<file path="config.mk">
export PLATFORM = sky130hd
export DESIGN_NAME = local_minimum_suppress_count_core_flat
export DESIGN_NICKNAME = d
export VERILOG_FILES = /design/src/hdl/lmsc_pkg.sv /design/src/hdl/lmsc_ifs.sv /design/src/hdl/local_minimum_suppress_count_core.sv /design/src/hdl/lmsc_ram.sv /design/src/hdl/lmsc_ctrl.sv /design/src/hdl/lmsc_datapath.sv /design/src/flat_wrapper.sv
export VERILOG_INCLUDE_DIRS = /design/src /design/src/hdl
export SDC_FILE = /design/constraint.sdc
export NUM_CORES = 2
export LEC_CHECK = 0
export CAP_MARGIN = 20
export CELL_PAD_IN_SITES_DETAIL_PLACEMENT = 1
export CELL_PAD_IN_SITES_GLOBAL_PLACEMENT = 1
export CORE_ASPECT_RATIO = 2
export CORE_UTILIZATION = 55
export DETAILED_ROUTE_END_ITERATION = 6
export DONT_BUFFER_PORTS = 1
export PLACE_DENSITY = 0.75
export SETUP_SLACK_MARGIN = 0.15
export SKIP_CTS_REPAIR_TIMING = 1
export SLEW_MARGIN = 20
export SYNTH_ARGS = -nofsm -noshare
export SYNTH_HDL_FRONTEND = slang
export SYNTH_SLANG_ARGS = --single-unit
export TNS_END_PERCENT = 5
</file>
<file path="constraint.sdc">
create_clock -name clk -period 7.1 [get_ports clk]
set_clock_uncertainty 0.15 [all_clocks]
set_input_delay 0.71 -clock clk [delete_from_list [all_inputs] [get_ports clk]]
set_output_delay 0.71 -clock clk [all_outputs]
set_load 0.05 [all_outputs]
</file>
<file path="src/hdl/assert_macros.svh">
// Assertion shorthands used by the RTL core.
`ifndef ASSERT_MACROS_SVH
`define ASSERT_MACROS_SVH

`ifndef SYNTHESIS

// ante holds -> cons holds at the same edge
`define LMSC_ASSERT_IMP(name, clk_s, rstn_s, ante, cons) \
    name: assert property (@(posedge clk_s) disable iff (!rstn_s) (ante) |-> (cons)) \
    else $error("%m: assertion failed");

// ante holds -> cons holds at the next edge
`define LMSC_ASSERT_NXT(name, clk_s, rstn_s, ante, cons) \
    name: assert property (@(posedge clk_s) disable iff (!rstn_s) (ante) |=> (cons)) \
    else $error("%m: assertion failed");

`else

`define LMSC_ASSERT_IMP(name, clk_s, rstn_s, ante, cons)
`define LMSC_ASSERT_NXT(name, clk_s, rstn_s, ante, cons)

`endif

`endif

</file>
<file path="src/hdl/lmsc_pkg.sv">
package lmsc_pkg;

    // Buffer limits
    localparam int MAX_COLS = 32;
    localparam int MAX_ROWS = 1024;
    localparam int COL_W    = $clog2(MAX_COLS);
    localparam int ROW_W    = $clog2(MAX_ROWS);

    // Field widths
    localparam int PIX_W      = 16;
    localparam int CNT_W      = 16;
    localparam int ROWS_CFG_W = 11;
    localparam int COLS_CFG_W = 6;
    localparam int CFG_IDX_W  = 1;
    localparam int CFG_DATA_W = 11;

    // Register indexes
    localparam logic [CFG_IDX_W-1:0] REG_ROW_COUNT = 1'd0;
    localparam logic [CFG_IDX_W-1:0] REG_COL_COUNT = 1'd1;

    // Register reset values
    localparam logic [ROWS_CFG_W-1:0] ROWS_RESET = 11'd6;
    localparam logic [COLS_CFG_W-1:0] COLS_RESET = 6'd8;

    typedef logic signed [PIX_W-1:0] pix_t;

    // Controller -> datapath
    typedef struct packed {
        logic accept;       // input transfer this cycle
        logic lag_latch;    // center value on read port, fetch right neighbor
        logic lag_emit;     // decide, write back, load lag result
        logic flush_read;   // fetch next element of the last row
        logic flush_emit;   // load flush result
    } cmd_t;

    // Datapath -> controller
    typedef struct packed {
        logic r_zero;       // next input lands in the first row
        logic final_now;    // next input is the last of the image
        logic final_item;   // item in progress is the last of the image
        logic flush_last;   // flush index is on the last column
        logic out_free;     // output register can take a result
    } sts_t;

endpackage

</file>
<file path="src/hdl/lmsc_ifs.sv">
// Input pixel stream
interface lmsc_pix_if;
    import lmsc_pkg::*;
    logic valid;
    logic ready;
    pix_t pixel_in;
    modport source (output valid, output pixel_in, input ready);
    modport sink (input valid, input pixel_in, output ready);
endinterface

// Result stream
interface lmsc_res_if;
    import lmsc_pkg::*;
    logic             valid;
    logic             ready;
    pix_t             pixel_out;
    logic             was_minimum;
    logic [CNT_W-1:0] minima_count;
    logic             image_done;
    logic             last;
    modport source (output valid, output pixel_out, output was_minimum,
                    output minima_count, output image_done, output last, input ready);
    modport sink (input valid, input pixel_out, input was_minimum,
                  input minima_count, input image_done, input last, output ready);
endinterface

// Register write channel
interface lmsc_cfg_if;
    import lmsc_pkg::*;
    logic                  valid;
    logic                  ready;
    logic [CFG_IDX_W-1:0]  reg_index;
    logic [CFG_DATA_W-1:0] reg_data;
    modport source (output valid, output reg_index, output reg_data, input ready);
    modport sink (input valid, input reg_index, input reg_data, output ready);
endinterface

</file>
<file path="src/hdl/local_minimum_suppress_count_core.sv">
// First-row input: no result; the sequencer stays ready for the next transfer.
// Later input: lag read, then lag emit, which waits for a free output register and loads the lag result.
// Final input adds the last-row flush: a flush read and a flush load per element (one RAM read each).
// Result register frees the input side while a result waits on the output.
// Reset (async, active low): 6 rows, 8 columns, position and count zero;
// row buffers hold no reset value and need no clearing pass.
`include "assert_macros.svh"

module local_minimum_suppress_count_core (
    input  logic        clk,
    input  logic        rst_n,
    lmsc_pix_if.sink    src,
    lmsc_res_if.source  dst,
    lmsc_cfg_if.sink    cfg
);
    import lmsc_pkg::*;

    cmd_t cmd;
    sts_t sts;
    logic flush_end;

    // Register writes are always taken
    assign cfg.ready = 1'b1;

    lmsc_ctrl u_ctrl (
        .clk      (clk),
        .rst_n    (rst_n),
        .in_valid (src.valid),
        .in_ready (src.ready),
        .sts      (sts),
        .cmd      (cmd)
    );

    lmsc_datapath u_dp (
        .clk          (clk),
        .rst_n        (rst_n),
        .cmd          (cmd),
        .sts          (sts),
        .pixel_in     (src.pixel_in),
        .cfg_valid    (cfg.valid),
        .cfg_index    (cfg.reg_index),
        .cfg_data     (cfg.reg_data),
        .out_valid    (dst.valid),
        .out_ready    (dst.ready),
        .pixel_out    (dst.pixel_out),
        .was_minimum  (dst.was_minimum),
        .minima_count (dst.minima_count),
        .image_done   (dst.image_done),
        .last         (dst.last)
    );

    // Last flush load of the image
    assign flush_end = cmd.flush_emit && sts.flush_last;

    // A suppressed element reads as zero and has been counted
    `LMSC_ASSERT_IMP(a_min_zero, clk, rst_n, dst.valid && dst.was_minimum, dst.pixel_out == '0)
    `LMSC_ASSERT_IMP(a_min_counted, clk, rst_n, dst.valid && dst.was_minimum, dst.minima_count != 0)
    // End of image closes the item's results
    `LMSC_ASSERT_IMP(a_done_last, clk, rst_n, dst.valid && dst.image_done, dst.last)
    // Last flush load shows up as the end-of-image result
    `LMSC_ASSERT_NXT(a_flush_end, clk, rst_n, flush_end, dst.valid && dst.image_done && dst.last)

endmodule

</file>
<file path="src/hdl/lmsc_ram.sv">
// Simple dual-port RAM, one write port, one registered read port
module lmsc_ram #(
    parameter int WIDTH = 16,
    parameter int DEPTH = 32
) (
    input  logic                     clk,
    input  logic                     wr_en,
    input  logic [$clog2(DEPTH)-1:0] wr_addr,
    input  logic [WIDTH-1:0]         wr_data,
    input  logic                     rd_en,
    input  logic [$clog2(DEPTH)-1:0] rd_addr,
    output logic [WIDTH-1:0]         rd_data
);

    logic [WIDTH-1:0] mem [DEPTH];
    logic [WIDTH-1:0] rd_data_reg;

    always_ff @(posedge clk)
    begin
        if (wr_en)
        begin
            mem[wr_addr] <= wr_data;
        end
        if (rd_en)
        begin
            rd_data_reg <= mem[rd_addr];
        end
    end

    assign rd_data = rd_data_reg;

endmodule

</file>
<file path="src/hdl/lmsc_ctrl.sv">
// Sequencer: one item at a time, lag result below the first row, then optional last-row flush
module lmsc_ctrl (
    input  logic          clk,
    input  logic          rst_n,
    input  logic          in_valid,
    output logic          in_ready,
    input  lmsc_pkg::sts_t sts,
    output lmsc_pkg::cmd_t cmd
);
    import lmsc_pkg::*;

    localparam logic [2:0] S_IDLE   = 3'd0;
    localparam logic [2:0] S_LAG_RD = 3'd1;
    localparam logic [2:0] S_LAG_EM = 3'd2;
    localparam logic [2:0] S_FL_RD  = 3'd3;
    localparam logic [2:0] S_FL_EM  = 3'd4;

    logic [2:0] state_reg;
    logic [2:0] state_next;

    // Next state and commands
    always_comb
    begin
        state_next = state_reg;
        cmd        = '0;
        in_ready   = 1'b0;
        case (state_reg)
            S_IDLE:
            begin
                in_ready = 1'b1;
                if (in_valid)
                begin
                    cmd.accept = 1'b1;
                    if (!sts.r_zero)
                    begin
                        state_next = S_LAG_RD;
                    end
                    else if (sts.final_now)
                    begin
                        state_next = S_FL_RD;
                    end
                end
            end
            S_LAG_RD:
            begin
                cmd.lag_latch = 1'b1;
                state_next    = S_LAG_EM;
            end
            S_LAG_EM:
            begin
                if (sts.out_free)
                begin
                    cmd.lag_emit = 1'b1;
                    state_next   = sts.final_item ? S_FL_RD : S_IDLE;
                end
            end
            S_FL_RD:
            begin
                cmd.flush_read = 1'b1;
                state_next     = S_FL_EM;
            end
            S_FL_EM:
            begin
                if (sts.out_free)
                begin
                    cmd.flush_emit = 1'b1;
                    state_next     = sts.flush_last ? S_IDLE : S_FL_RD;
                end
            end
            default:
            begin
                state_next = S_IDLE;
            end
        endcase
    end

    always_ff @(posedge clk or negedge rst_n)
    begin
        if (!rst_n)
        begin
            state_reg <= S_IDLE;
        end
        else
        begin
            state_reg <= state_next;
        end
    end

endmodule

</file>
<file path="src/hdl/lmsc_datapath.sv">
// Row buffers, position counters, neighbor compare and result register
module lmsc_datapath (
    input  logic                            clk,
    input  logic                            rst_n,
    input  lmsc_pkg::cmd_t                  cmd,
    output lmsc_pkg::sts_t                  sts,
    input  lmsc_pkg::pix_t                  pixel_in,
    input  logic                            cfg_valid,
    input  logic [lmsc_pkg::CFG_IDX_W-1:0]  cfg_index,
    input  logic [lmsc_pkg::CFG_DATA_W-1:0] cfg_data,
    output logic                            out_valid,
    input  logic                            out_ready,
    output lmsc_pkg::pix_t                  pixel_out,
    output logic                            was_minimum,
    output logic [lmsc_pkg::CNT_W-1:0]      minima_count,
    output logic                            image_done,
    output logic                            last
);
    import lmsc_pkg::*;

    // Configuration and position state
    logic [ROWS_CFG_W-1:0] row_count_reg, row_count_next;
    logic [COLS_CFG_W-1:0] col_count_reg, col_count_next;
    logic [ROW_W-1:0]      row_pos_reg, row_pos_next;
    logic [COL_W-1:0]      col_pos_reg, col_pos_next;
    logic [CNT_W-1:0]      count_reg, count_next;
    logic [COL_W-1:0]      flush_idx_reg, flush_idx_next;

    // Item in progress
    pix_t                  px_reg, px_next;
    pix_t                  cur_reg, cur_next;
    pix_t                  left_reg, left_next;
    logic [COL_W-1:0]      cur_c_reg, cur_c_next;
    logic                  r_ge2_reg, r_ge2_next;
    logic                  final_reg, final_next;

    // Result register
    logic                  out_valid_reg, out_valid_next;
    pix_t                  out_pix_reg, out_pix_next;
    logic                  out_min_reg, out_min_next;
    logic [CNT_W-1:0]      out_cnt_reg, out_cnt_next;
    logic                  out_done_reg, out_done_next;
    logic                  out_last_reg, out_last_next;

    // RAM ports
    logic                  pend_wr_en, pend_rd_en, fin_wr_en, fin_rd_en;
    logic [COL_W-1:0]      pend_wr_addr, pend_rd_addr;
    pix_t                  pend_wr_data, pend_rd_data, fin_rd_data;

    // Derived terms
    logic                  col_wrap;
    logic                  final_now;
    logic                  interior;
    logic                  is_min;
    pix_t                  lag_v;
    logic [CNT_W-1:0]      lag_cnt;
    logic                  flush_last;
    logic                  out_free;
    logic [ROWS_CFG_W-1:0] rows_sat;
    logic [COLS_CFG_W-1:0] cols_sat;

    // Row buffers
    lmsc_ram #(.WIDTH(PIX_W), .DEPTH(MAX_COLS)) u_pend_ram (
        .clk     (clk),
        .wr_en   (pend_wr_en),
        .wr_addr (pend_wr_addr),
        .wr_data (pend_wr_data),
        .rd_en   (pend_rd_en),
        .rd_addr (pend_rd_addr),
        .rd_data (pend_rd_data)
    );

    lmsc_ram #(.WIDTH(PIX_W), .DEPTH(MAX_COLS)) u_fin_ram (
        .clk     (clk),
        .wr_en   (fin_wr_en),
        .wr_addr (cur_c_reg),
        .wr_data (lag_v),
        .rd_en   (fin_rd_en),
        .rd_addr (col_pos_reg),
        .rd_data (fin_rd_data)
    );

    // Position decode
    assign col_wrap   = (COLS_CFG_W'(col_pos_reg) + COLS_CFG_W'(1)) == col_count_reg;
    assign final_now  = col_wrap &&
                        ((ROWS_CFG_W'(row_pos_reg) + ROWS_CFG_W'(1)) == row_count_reg);
    assign flush_last = (COLS_CFG_W'(flush_idx_reg) + COLS_CFG_W'(1)) == col_count_reg;
    assign out_free   = !out_valid_reg || out_ready;

    // Strict minimum against top, left (final values) and bottom, right (originals)
    assign interior = r_ge2_reg && (cur_c_reg != '0) &&
                      ((COLS_CFG_W'(cur_c_reg) + COLS_CFG_W'(1)) < col_count_reg);
    assign is_min   = interior && (cur_reg < fin_rd_data) && (cur_reg < left_reg) &&
                      (cur_reg < px_reg) && (cur_reg < pend_rd_data);
    assign lag_v    = is_min ? pix_t'(0) : cur_reg;
    assign lag_cnt  = (is_min && (count_reg != '1)) ? count_reg + CNT_W'(1) : count_reg;

    // Buffer access
    assign pend_wr_en   = (cmd.accept && sts.r_zero) || cmd.lag_emit;
    assign pend_wr_addr = cmd.lag_emit ? cur_c_reg : col_pos_reg;
    assign pend_wr_data = cmd.lag_emit ? px_reg : pixel_in;
    assign pend_rd_en   = (cmd.accept && !sts.r_zero) || cmd.lag_latch || cmd.flush_read;
    assign fin_wr_en    = cmd.lag_emit;
    assign fin_rd_en    = cmd.accept && !sts.r_zero;

    always_comb
    begin
        if (cmd.lag_latch)
        begin
            pend_rd_addr = cur_c_reg + COL_W'(1);
        end
        else if (cmd.flush_read)
        begin
            pend_rd_addr = flush_idx_reg;
        end
        else
        begin
            pend_rd_addr = col_pos_reg;
        end
    end

    // Register write values, zero taken as one, saturated at the buffer limits
    always_comb
    begin
        rows_sat = cfg_data[ROWS_CFG_W-1:0];
        if (rows_sat == '0)
        begin
            rows_sat = ROWS_CFG_W'(1);
        end
        else if (rows_sat > ROWS_CFG_W'(MAX_ROWS))
        begin
            rows_sat = ROWS_CFG_W'(MAX_ROWS);
        end
        cols_sat = cfg_data[COLS_CFG_W-1:0];
        if (cols_sat == '0)
        begin
            cols_sat = COLS_CFG_W'(1);
        end
        else if (cols_sat > COLS_CFG_W'(MAX_COLS))
        begin
            cols_sat = COLS_CFG_W'(MAX_COLS);
        end
    end

    // Next state
    always_comb
    begin
        row_count_next = row_count_reg;
        col_count_next = col_count_reg;
        row_pos_next   = row_pos_reg;
        col_pos_next   = col_pos_reg;
        count_next     = count_reg;
        flush_idx_next = flush_idx_reg;
        px_next        = px_reg;
        cur_next       = cur_reg;
        left_next      = left_reg;
        cur_c_next     = cur_c_reg;
        r_ge2_next     = r_ge2_reg;
        final_next     = final_reg;
        out_valid_next = out_valid_reg && !out_ready;
        out_pix_next   = out_pix_reg;
        out_min_next   = out_min_reg;
        out_cnt_next   = out_cnt_reg;
        out_done_next  = out_done_reg;
        out_last_next  = out_last_reg;

        // Input transfer: capture item, step raster position
        if (cmd.accept)
        begin
            px_next    = pixel_in;
            cur_c_next = col_pos_reg;
            r_ge2_next = row_pos_reg >= ROW_W'(2);
            final_next = final_now;
            if (final_now)
            begin
                row_pos_next = '0;
                col_pos_next = '0;
            end
            else if (col_wrap)
            begin
                col_pos_next = '0;
                row_pos_next = row_pos_reg + ROW_W'(1);
            end
            else
            begin
                col_pos_next = col_pos_reg + COL_W'(1);
            end
        end

        if (cmd.lag_latch)
        begin
            cur_next = pend_rd_data;
        end

        // Lag result: element one row above the input
        if (cmd.lag_emit)
        begin
            left_next      = lag_v;
            count_next     = lag_cnt;
            out_valid_next = 1'b1;
            out_pix_next   = lag_v;
            out_min_next   = is_min;
            out_cnt_next   = lag_cnt;
            out_done_next  = 1'b0;
            out_last_next  = !final_reg;
        end

        // Last row flush
        if (cmd.flush_emit)
        begin
            out_valid_next = 1'b1;
            out_pix_next   = pend_rd_data;
            out_min_next   = 1'b0;
            out_cnt_next   = count_reg;
            out_done_next  = flush_last;
            out_last_next  = flush_last;
            if (flush_last)
            begin
                flush_idx_next = '0;
                count_next     = '0;
            end
            else
            begin
                flush_idx_next = flush_idx_reg + COL_W'(1);
            end
        end

        // Register write abandons the image
        if (cfg_valid)
        begin
            if (cfg_index == REG_ROW_COUNT)
            begin
                row_count_next = rows_sat;
            end
            else if (cfg_index == REG_COL_COUNT)
            begin
                col_count_next = cols_sat;
            end
            row_pos_next   = '0;
            col_pos_next   = '0;
            count_next     = '0;
            flush_idx_next = '0;
        end
    end

    // Control registers
    always_ff @(posedge clk or negedge rst_n)
    begin
        if (!rst_n)
        begin
            row_count_reg <= ROWS_RESET;
            col_count_reg <= COLS_RESET;
            row_pos_reg   <= '0;
            col_pos_reg   <= '0;
            count_reg     <= '0;
            flush_idx_reg <= '0;
            out_valid_reg <= 1'b0;
        end
        else
        begin
            row_count_reg <= row_count_next;
            col_count_reg <= col_count_next;
            row_pos_reg   <= row_pos_next;
            col_pos_reg   <= col_pos_next;
            count_reg     <= count_next;
            flush_idx_reg <= flush_idx_next;
            out_valid_reg <= out_valid_next;
        end
    end

    // Payload registers
    always_ff @(posedge clk)
    begin
        px_reg       <= px_next;
        cur_reg      <= cur_next;
        left_reg     <= left_next;
        cur_c_reg    <= cur_c_next;
        r_ge2_reg    <= r_ge2_next;
        final_reg    <= final_next;
        out_pix_reg  <= out_pix_next;
        out_min_reg  <= out_min_next;
        out_cnt_reg  <= out_cnt_next;
        out_done_reg <= out_done_next;
        out_last_reg <= out_last_next;
    end

    // Status and outputs
    assign sts.r_zero     = row_pos_reg == '0;
    assign sts.final_now  = final_now;
    assign sts.final_item = final_reg;
    assign sts.flush_last = flush_last;
    assign sts.out_free   = out_free;

    assign out_valid    = out_valid_reg;
    assign pixel_out    = out_pix_reg;
    assign was_minimum  = out_min_reg;
    assign minima_count = out_cnt_reg;
    assign image_done   = out_done_reg;
    assign last         = out_last_reg;

endmodule

</file>
<file path="src/flat_wrapper.sv">
// flat-port wrapper written by rule: the top's interface ports become plain ports
module local_minimum_suppress_count_core_flat import lmsc_pkg::*;
  (clk, rst_n, src_valid, src_pixel_in, src_ready, dst_valid, dst_pixel_out, dst_was_minimum, dst_minima_count, dst_image_done, dst_last, dst_ready, cfg_valid, cfg_reg_index, cfg_reg_data, cfg_ready);
  lmsc_pix_if src_i ();
  lmsc_res_if dst_i ();
  lmsc_cfg_if cfg_i ();
  input  logic clk;
  input  logic rst_n;
  input wire logic [$bits(src_i.valid)-1:0] src_valid;
  input wire logic [$bits(src_i.pixel_in)-1:0] src_pixel_in;
  output wire logic [$bits(src_i.ready)-1:0] src_ready;
  output wire logic [$bits(dst_i.valid)-1:0] dst_valid;
  output wire logic [$bits(dst_i.pixel_out)-1:0] dst_pixel_out;
  output wire logic [$bits(dst_i.was_minimum)-1:0] dst_was_minimum;
  output wire logic [$bits(dst_i.minima_count)-1:0] dst_minima_count;
  output wire logic [$bits(dst_i.image_done)-1:0] dst_image_done;
  output wire logic [$bits(dst_i.last)-1:0] dst_last;
  input wire logic [$bits(dst_i.ready)-1:0] dst_ready;
  input wire logic [$bits(cfg_i.valid)-1:0] cfg_valid;
  input wire logic [$bits(cfg_i.reg_index)-1:0] cfg_reg_index;
  input wire logic [$bits(cfg_i.reg_data)-1:0] cfg_reg_data;
  output wire logic [$bits(cfg_i.ready)-1:0] cfg_ready;
  assign src_i.valid = src_valid;
  assign src_i.pixel_in = src_pixel_in;
  assign src_ready = src_i.ready;
  assign dst_valid = dst_i.valid;
  assign dst_pixel_out = dst_i.pixel_out;
  assign dst_was_minimum = dst_i.was_minimum;
  assign dst_minima_count = dst_i.minima_count;
  assign dst_image_done = dst_i.image_done;
  assign dst_last = dst_i.last;
  assign dst_i.ready = dst_ready;
  assign cfg_i.valid = cfg_valid;
  assign cfg_i.reg_index = cfg_reg_index;
  assign cfg_i.reg_data = cfg_reg_data;
  assign cfg_ready = cfg_i.ready;
  local_minimum_suppress_count_core u_core (.clk(clk), .rst_n(rst_n), .src(src_i), .dst(dst_i), .cfg(cfg_i));
endmodule
</file>
# ---- Word-level counts from Yosys, hierarchy flattened
# Memories as Yosys holds them, arrays and structs flattened. A register that Yosys moved wholly into a read port is not among the register bits.
# Cells that the tools add are included.
dict set report classes {
  bitwise 1
  order_cmp 8
  addsub 9
  mux 55
  reduce_logical 32
  n_eq_ne 12
}
# op n
set ops {}
lappend ops {{two-way mux 16 bit} 11}
lappend ops {{< comparator 16 bit} 4}
lappend ops {{two-way mux 5 bit} 10}
lappend ops {{two-way mux 10 bit} 4}
lappend ops {{two-way mux 11 bit} 2}
lappend ops {{adder 5 x 1 -> 6 bit (second input constant)} 3}
lappend ops {{two-way mux 1 bit} 18}
lappend ops {{adder 16 x 1 -> 16 bit (second input constant)} 1}
lappend ops {{!= test 16 bit (second input constant)} 1}
lappend ops {{adder 5 x 1 -> 5 bit (second input constant)} 3}
lappend ops {{two-way mux 3 bit} 5}
lappend ops {{case mux 3 bit (5 select lines)} 1}
lappend ops {{equality test 6 bit} 2}
lappend ops {{two-way mux 6 bit} 2}
lappend ops {{adder 10 x 1 -> 11 bit (second input constant)} 1}
lappend ops {{equality test 11 bit} 1}
lappend ops {{greater-than comparator 11 bit (second input constant)} 1}
lappend ops {{logical AND 1 bit} 11}
lappend ops {{logical NOT 11 bit} 1}
lappend ops {{adder 10 x 1 -> 10 bit (second input constant)} 1}
lappend ops {{>= comparator 10 x 2 -> 1 bit (second input constant)} 1}
lappend ops {{logical NOT 10 bit} 1}
lappend ops {{equality test 3 x 2 -> 1 bit (second input constant)} 2}
lappend ops {{greater-than comparator 6 bit (second input constant)} 1}
lappend ops {{other kinds (16)} 29}
dict set report totals {
  memories 2
  ramBits 1024
  ff_bits 147
  input_bits 33
}
# name depth word_bits rd rd_clocked_by_memory_dff write_ports line
set memory_table {}
lappend memory_table {u_core.u_dp.u_fin_ram.mem 32 16 1 1 1 lmsc_ram.sv:15} ;# logic [WIDTH-1:0] mem [DEPTH];
lappend memory_table {u_core.u_dp.u_pend_ram.mem 32 16 1 1 1 lmsc_ram.sv:15}

# ---- Depth between registers and ports, before layout
dict set report depth {
  word_depth 13
  ltp_mapped 14
  depth_no_buf 11
}

# ---- Hierarchy
# Synthesis repeated with hierarchy kept, for this count alone.
dict set report unflattened {
  hier_cells 3169
  hier_area_um2 50449.6
}
# mod cells_each instances area_per_inst_um2 seq_area_each_um2
set modules_own_cells {}
lappend modules_own_cells {lmsc_ram 1143 2 20696.1 15855.2}
lappend modules_own_cells {lmsc_datapath 855 1 8788.4 4047.6}
lappend modules_own_cells {lmsc_ctrl 26 1 257.7 75.1}
lappend modules_own_cells {local_minimum_suppress_count_core 2 1 11.3 0.0}

# ---- Worst setup path before layout
# No wires, ideal clock.
dict set report synth_timing {
  path_type {reg-to-reg}
  startpoint {register u_core.u_ctrl.state_reg[1]}
  endpoint {memory u_core.u_dp.u_pend_ram.mem[3][0] (enable)}
  stages_incl_launch_ff 9
  n_path_buf 1
  setup_ns 0.388
  arrival_time_ns 4.028
  setup_slack_ns 2.534
  required_ns 6.562
  period_less_slack_ns 4.566
  cell_sequence {dfrtp_1 -> buf_2 -> nor3_1 -> nand2_1 -> inv_1 -> nand3_1 -> o21ai_0 -> nand2_1 -> nor2_1}
}
# item line
set synth_rtl {}
lappend synth_rtl {{start: declaration} lmsc_ctrl.sv:18} ;# logic [2:0] state_reg;
lappend synth_rtl {{start signal: assignment} lmsc_ctrl.sv:85} ;# state_reg <= state_next;
lappend synth_rtl {{end: declaration} lmsc_ram.sv:15}

# ---- Worst setup path in the final report
dict set report layout_timing {
  startpoint {register u_core.u_dp.cur_c_reg[0]}
  endpoint {memory u_core.u_dp.u_fin_ram.mem[17][9] (data pin)}
}
dict set report layout_via {
  elab_chain_cells 8
}
# item line
set layout_lines {}
lappend layout_lines {{start: declaration} lmsc_datapath.sv:33} ;# logic [COL_W-1:0] cur_c_reg, cur_c_next;
lappend layout_lines {{start signal: assignment} lmsc_datapath.sv:277} ;# cur_c_reg <= cur_c_next;
lappend layout_lines {{adder 5 x 1 -> 6 bit or nonzero test 5 bit (tied branches)} {lmsc_datapath.sv:92, lmsc_datapath.sv:91}}
lappend layout_lines {{< comparator 6 bit or logical AND 1 bit (tied branches)} {lmsc_datapath.sv:92, lmsc_datapath.sv:91}}
lappend layout_lines {{logical AND 1 bit *} lmsc_datapath.sv:91} ;# assign interior = r_ge2_reg && (cur_c_reg != '0) &&
lappend layout_lines {{logical AND 1 bit * (3 in series)} lmsc_datapath.sv:93} ;# assign is_min = interior && (cur_reg < fin_rd_data) && (cur_reg < left_reg) &&
lappend layout_lines {{logical AND 1 bit *} lmsc_datapath.sv:94} ;# (cur_reg < px_reg) && (cur_reg < pend_rd_data);
lappend layout_lines {{two-way mux 16 bit *} lmsc_datapath.sv:95} ;# assign lag_v = is_min ? pix_t'(0) : cur_reg;
lappend layout_lines {{named net u_core.u_dp.lag_v[9]} lmsc_datapath.sv:55} ;# pix_t lag_v;
lappend layout_lines {{end: declaration} lmsc_ram.sv:15}
# The timed path passes the listed nets; every way through them passes the cells marked *.

==> metrics.log <==
[metrics] slowest stage delay, CP: 880 ps
[metrics] Layout Utilization: 0.616
[metrics] Reg clk slew, reported paths: 70 ps
[metrics] most frequently used flop master after synthesis: sky130_fd_sc_hd__edfxtp_1
[metrics] diode insertion count for antenna repair: 0
[metrics] number of global-route vias before repair: 27.3k
[metrics] Leak: 18.5 nW
[metrics] fraction of met2 tracks used by global routing: 0.544
[metrics] Vias: 25.6k
[metrics] total die area: 91,400 µm²
[metrics] Die Width: 214 µm
[metrics] hold endpoint: u_core.u_dp.row_count_reg[9]
[metrics] length of the first detailed-routing pass in iterations: 7
[metrics] peak fanout along the critical path: 43
[metrics] global routing usage on met3: 0.0397
[metrics] total of fill cells in the finished design: between 7k and 8k
[metrics] TritonCTS clock tree: built
[metrics] mean cell area of the mapped netlist: ~19 µm²
[metrics] starting density of the core: 0.555
[metrics] total of endpoints with negative setup slack in the final report: 0
[metrics] Worst Min Path Start: cfg_reg_data[9]
[metrics] area of the core: roughly 89,000 µm²
[metrics] Total Nets Final: roughly 2.8k
[metrics] async set-or-reset flop fraction in the synthesized netlist: 0.0474
[metrics] Min-Delay Path Depth: 2
[metrics] part of the cycle the worst path needs: 0.739
[metrics] ANT nets after route: 0
[metrics] CP cell instances: ha_1 > nand3_1 > xnor2_1 > ha_1 > a21oi_1 > o22ai_1 > a2111oi_0 > o21a_1 > o221a_2 > and3_2 > buf_4 > nor2_2 > buf_8
[metrics] count of flip-flops with a built-in enable after synthesis: 1,145
[metrics] Die Y: 427 µm
[metrics] crit start category: register
[metrics] netlist area before placement: 49,600 µm²
[metrics] global routing's busiest layer: met2
[metrics] unrepaired setup endpoints after global routing: false
[metrics] arrival time worst endpoint: 5530 ps
[metrics] sequential fraction of the synthesis area: 0.723
[metrics] initial antenna violation count: 4
[metrics] total number of yosys warnings: 0
[metrics] crit path max-delay cell type: sky130_fd_sc_hd__and3_2
[metrics] maximum root-to-sink buffer count: 3
[metrics] detailed-route wire length per cell: roughly 33 µm
[metrics] count of pins on the block boundary: 71
[metrics] achievable frequency: 0.190 GHz
[metrics] count of H-tree levels built during CTS: 3
[metrics] first-pass GRT wire length: 189,000 µm
[metrics] Max-Cap Viols: 0
[metrics] vias per std cell: 6.46
[metrics] result of the run: complete, no violations
[metrics] total global routing track utilization: 0.294
[metrics] Synth Instances: 2,614
[metrics] class of the tightest hold or removal check: input port to register
[metrics] worst-margin pin slew: between 1000 and 1500 ps
[metrics] half-perimeter wire length of the detailed placement result: 83,900 µm
[metrics] cell occurring most often along the worst timing path: sky130_fd_sc_hd__ha_1
[metrics] total length of routed wires: 132,000 µm
[metrics] number of DRC markers in iteration 0: 2,513
[metrics] number of design rule violations left after detail routing: 0
[metrics] biggest regs: u_core.u_dp.u_fin_ram.mem: 512 flops, u_core.u_dp.u_pend_ram.mem: 512 flops
[metrics] tightest slew margin relative to the limit: 0.205
[metrics] IO Port Bufs: 0
[metrics] Root Driver: sky130_fd_sc_hd__clkbuf_16
[metrics] Post-Syn Nets: around 2.7k
[metrics] maximum vdd ir drop: 0.000430 V
[metrics] pin count of the biggest net entering global routing: just over 100
[metrics] number of buffers added by the clock tree synthesis step: 99
[metrics] clock latency of the later-clocked register in the worst-skew pair: 710 ps
[metrics] Area Growth Syn to Fin: 10.9%
[metrics] #FFs+latches synth: approximately 1.2k
[metrics] met1 demand-to-capacity share in global routing: 0.332
[metrics] type of the setup path with the least slack: register to register
[metrics] aggregate negative setup slack: 0 ps
[metrics] Overflow after GRT: 0
[metrics] distinct cell type count of the synthesized netlist: 81
[metrics] number of max-slew violations in the final report: 0
[metrics] std cell rows: roughly 160
[metrics] sort of element at the end of the critical path: register
[metrics] Final min period: 5250 ps
[metrics] worst r2r src: u_core.u_dp.cur_c_reg[0]
[metrics] share of cells above drive strength 1: 0.234
[metrics] final hold vios: 0
[metrics] Register-to-Register Path Depth: 13
[metrics] Sinks on Clock Net: 1,203
[metrics] gpl congestion: 0.876
[metrics] Worst EP required: between 7000 and 8000 ps
[metrics] PwrDens: ~360 nW/µm²
[metrics] r2r endpoint: u_core.u_dp.u_fin_ram.mem[17][9]
[metrics] Worst R2R Setup Slack: 1850 ps
## per-stage QoR
stage / total power [mW] / worst slack (ps) / instances / cell area, µm² / hold WS [ps]
after floorplan: 12.9 / 2530 / 2614 / 49600 / 264
after global placement: 14.5 / 2290 / 3757 / 51400 / 267
after detailed placement: 14.7 / 2020 / 3757 / 51400 / 266
after CTS: 20.0 / 1990 / 3934 / 54500 / -487
after global routing: 20.6 / 1590 / 3961 / 54900 / 13.4
final: 20.0 / 1850 / 3961 / 54900 / 19.0
## power breakdown
group          total (mW)  switching (mW)  leakage, nW  internal [mW]
registers            9.69           0.653         11.1           9.04
clock network        5.34            2.52         1.51           2.83
logic                4.93            3.08         5.87           1.85
total                20.0            6.25         18.5           13.7
## area by class of cell
class	instances	area [µm²]	area share
inverter	118	443	0.00806
timing repair buffer	123	1090	0.0199
clock buffer	115	2580	0.0470
multi-input combinational	1163	13000	0.237
sequential	1203	35800	0.652
clock inverter	62	488	0.00888
tap	1177	1470	0.0268
## kinds of logic (layout without fill, tap and decap cells)
kind of cell / Yosys count / in the layout / share of synthesized area
AO/OA/AOI/OAI: 233 / 233 / 0.0326
adder cells (fa/ha/maj): 76 / 76 / 0.0191
flip-flops: 1203 / 1203 / 0.723
multiplexers: 425 / 425 / 0.159
other: 1 / 1 / 0.0000757
AND/OR/NAND/NOR: 389 / 389 / 0.0386
buffers and inverters: 248 / 418 / 0.0201
XOR/XNOR: 39 / 39 / 0.00689
## synthesized netlist by cell type, types with 6 or more instances
cell,instances,share of area
sky130_fd_sc_hd__buf_1,32,0.0024
sky130_fd_sc_hd__a21o_1,10,0.0015
sky130_fd_sc_hd__nor2b_1,14,0.0018
sky130_fd_sc_hd__nor4_1,6,0.00076
sky130_fd_sc_hd__edfxtp_1,1145,0.69
sky130_fd_sc_hd__nor3b_1,6,0.00091
sky130_fd_sc_hd__a31oi_1,8,0.0010
sky130_fd_sc_hd__nand3_1,35,0.0035
sky130_fd_sc_hd__o21ai_0,53,0.0054
sky130_fd_sc_hd__a21oi_1,48,0.0048
sky130_fd_sc_hd__nand2_1,97,0.0073
sky130_fd_sc_hd__o21a_1,7,0.0011
sky130_fd_sc_hd__nor3_1,13,0.0013
sky130_fd_sc_hd__mux2i_1,102,0.021
sky130_fd_sc_hd__ha_1,75,0.019
sky130_fd_sc_hd__or2_2,7,0.00088
sky130_fd_sc_hd__a211oi_1,15,0.0023
sky130_fd_sc_hd__inv_1,117,0.0089
sky130_fd_sc_hd__xor2_1,10,0.0018
sky130_fd_sc_hd__nor2_1,121,0.0092
sky130_fd_sc_hd__a31o_2,11,0.0019
sky130_fd_sc_hd__o31ai_1,24,0.0036
sky130_fd_sc_hd__and3_1,11,0.0014
sky130_fd_sc_hd__or3_1,9,0.0011
sky130_fd_sc_hd__mux2_2,35,0.0080
sky130_fd_sc_hd__xnor2_1,29,0.0051
sky130_fd_sc_hd__clkbuf_1,66,0.0050
sky130_fd_sc_hd__nand2b_1,21,0.0027
sky130_fd_sc_hd__mux4_2,288,0.13
sky130_fd_sc_hd__buf_2,26,0.0026
sky130_fd_sc_hd__dfrtp_1,54,0.027
sky130_fd_sc_hd__nand4_1,23,0.0029
## how the worst max path moves through the flow
| stage | depth (start not counted) | startpoint | end |
|---|---|---|---|
| 4_1_cts | 9 | u_core.u_dp.cur_reg[2] | u_core.u_dp.u_fin_ram.mem[20][14] |
| 3_5_place_dp | 9 | u_core.u_dp.cur_reg[2] | u_core.u_dp.u_fin_ram.mem[19][14] |
| 5_1_grt | 13 | u_core.u_dp.cur_c_reg[0] | u_core.u_dp.u_fin_ram.mem[17][9] |
| 6_report | 13 | u_core.u_dp.cur_c_reg[0] | u_core.u_dp.u_fin_ram.mem[17][9] |
| 3_3_place_gp | 12 | u_core.u_dp.cur_c_reg[0] | u_core.u_dp.u_fin_ram.mem[26][9] |
| 2_1_floorplan | 8 | u_core.u_ctrl.state_reg[1] | u_core.u_dp.u_pend_ram.mem[3][0] |
## routing by layer
layer	part of all wire	up-vias
met3	0.053	302
met4	0.054	6
li1	-	10700
met2	0.55	1023
met1	0.35	13600
met5	0.00026	-
## worst max-delay path, delay by kind of cell, from the launching register on
kind	cells	cell delay [ps]
AO/OA/AOI/OAI	5	1700
XOR/XNOR	1	230
adder cells (fa/ha/maj)	2	550
buffers and inverters	2	610
flip-flops	1	500
AND/OR/NAND/NOR	3	1150
## layout by cell type (no fill, tap or decap), drive strengths merged, types with 36 or more instances in the layout
cell type  netlist  final
buf             64     99
nand3           36     36
clkinv           0     47
dfrtp           54     54
mux4           288    288
nand2           97     97
o21ai           53     53
ha              75     75
edfxtp        1145   1145
inv            118    121
nor2           121    121
clkbuf          66    115
mux2i          102    102
a21oi           48     48
Power figures use the tool's default switching activity.
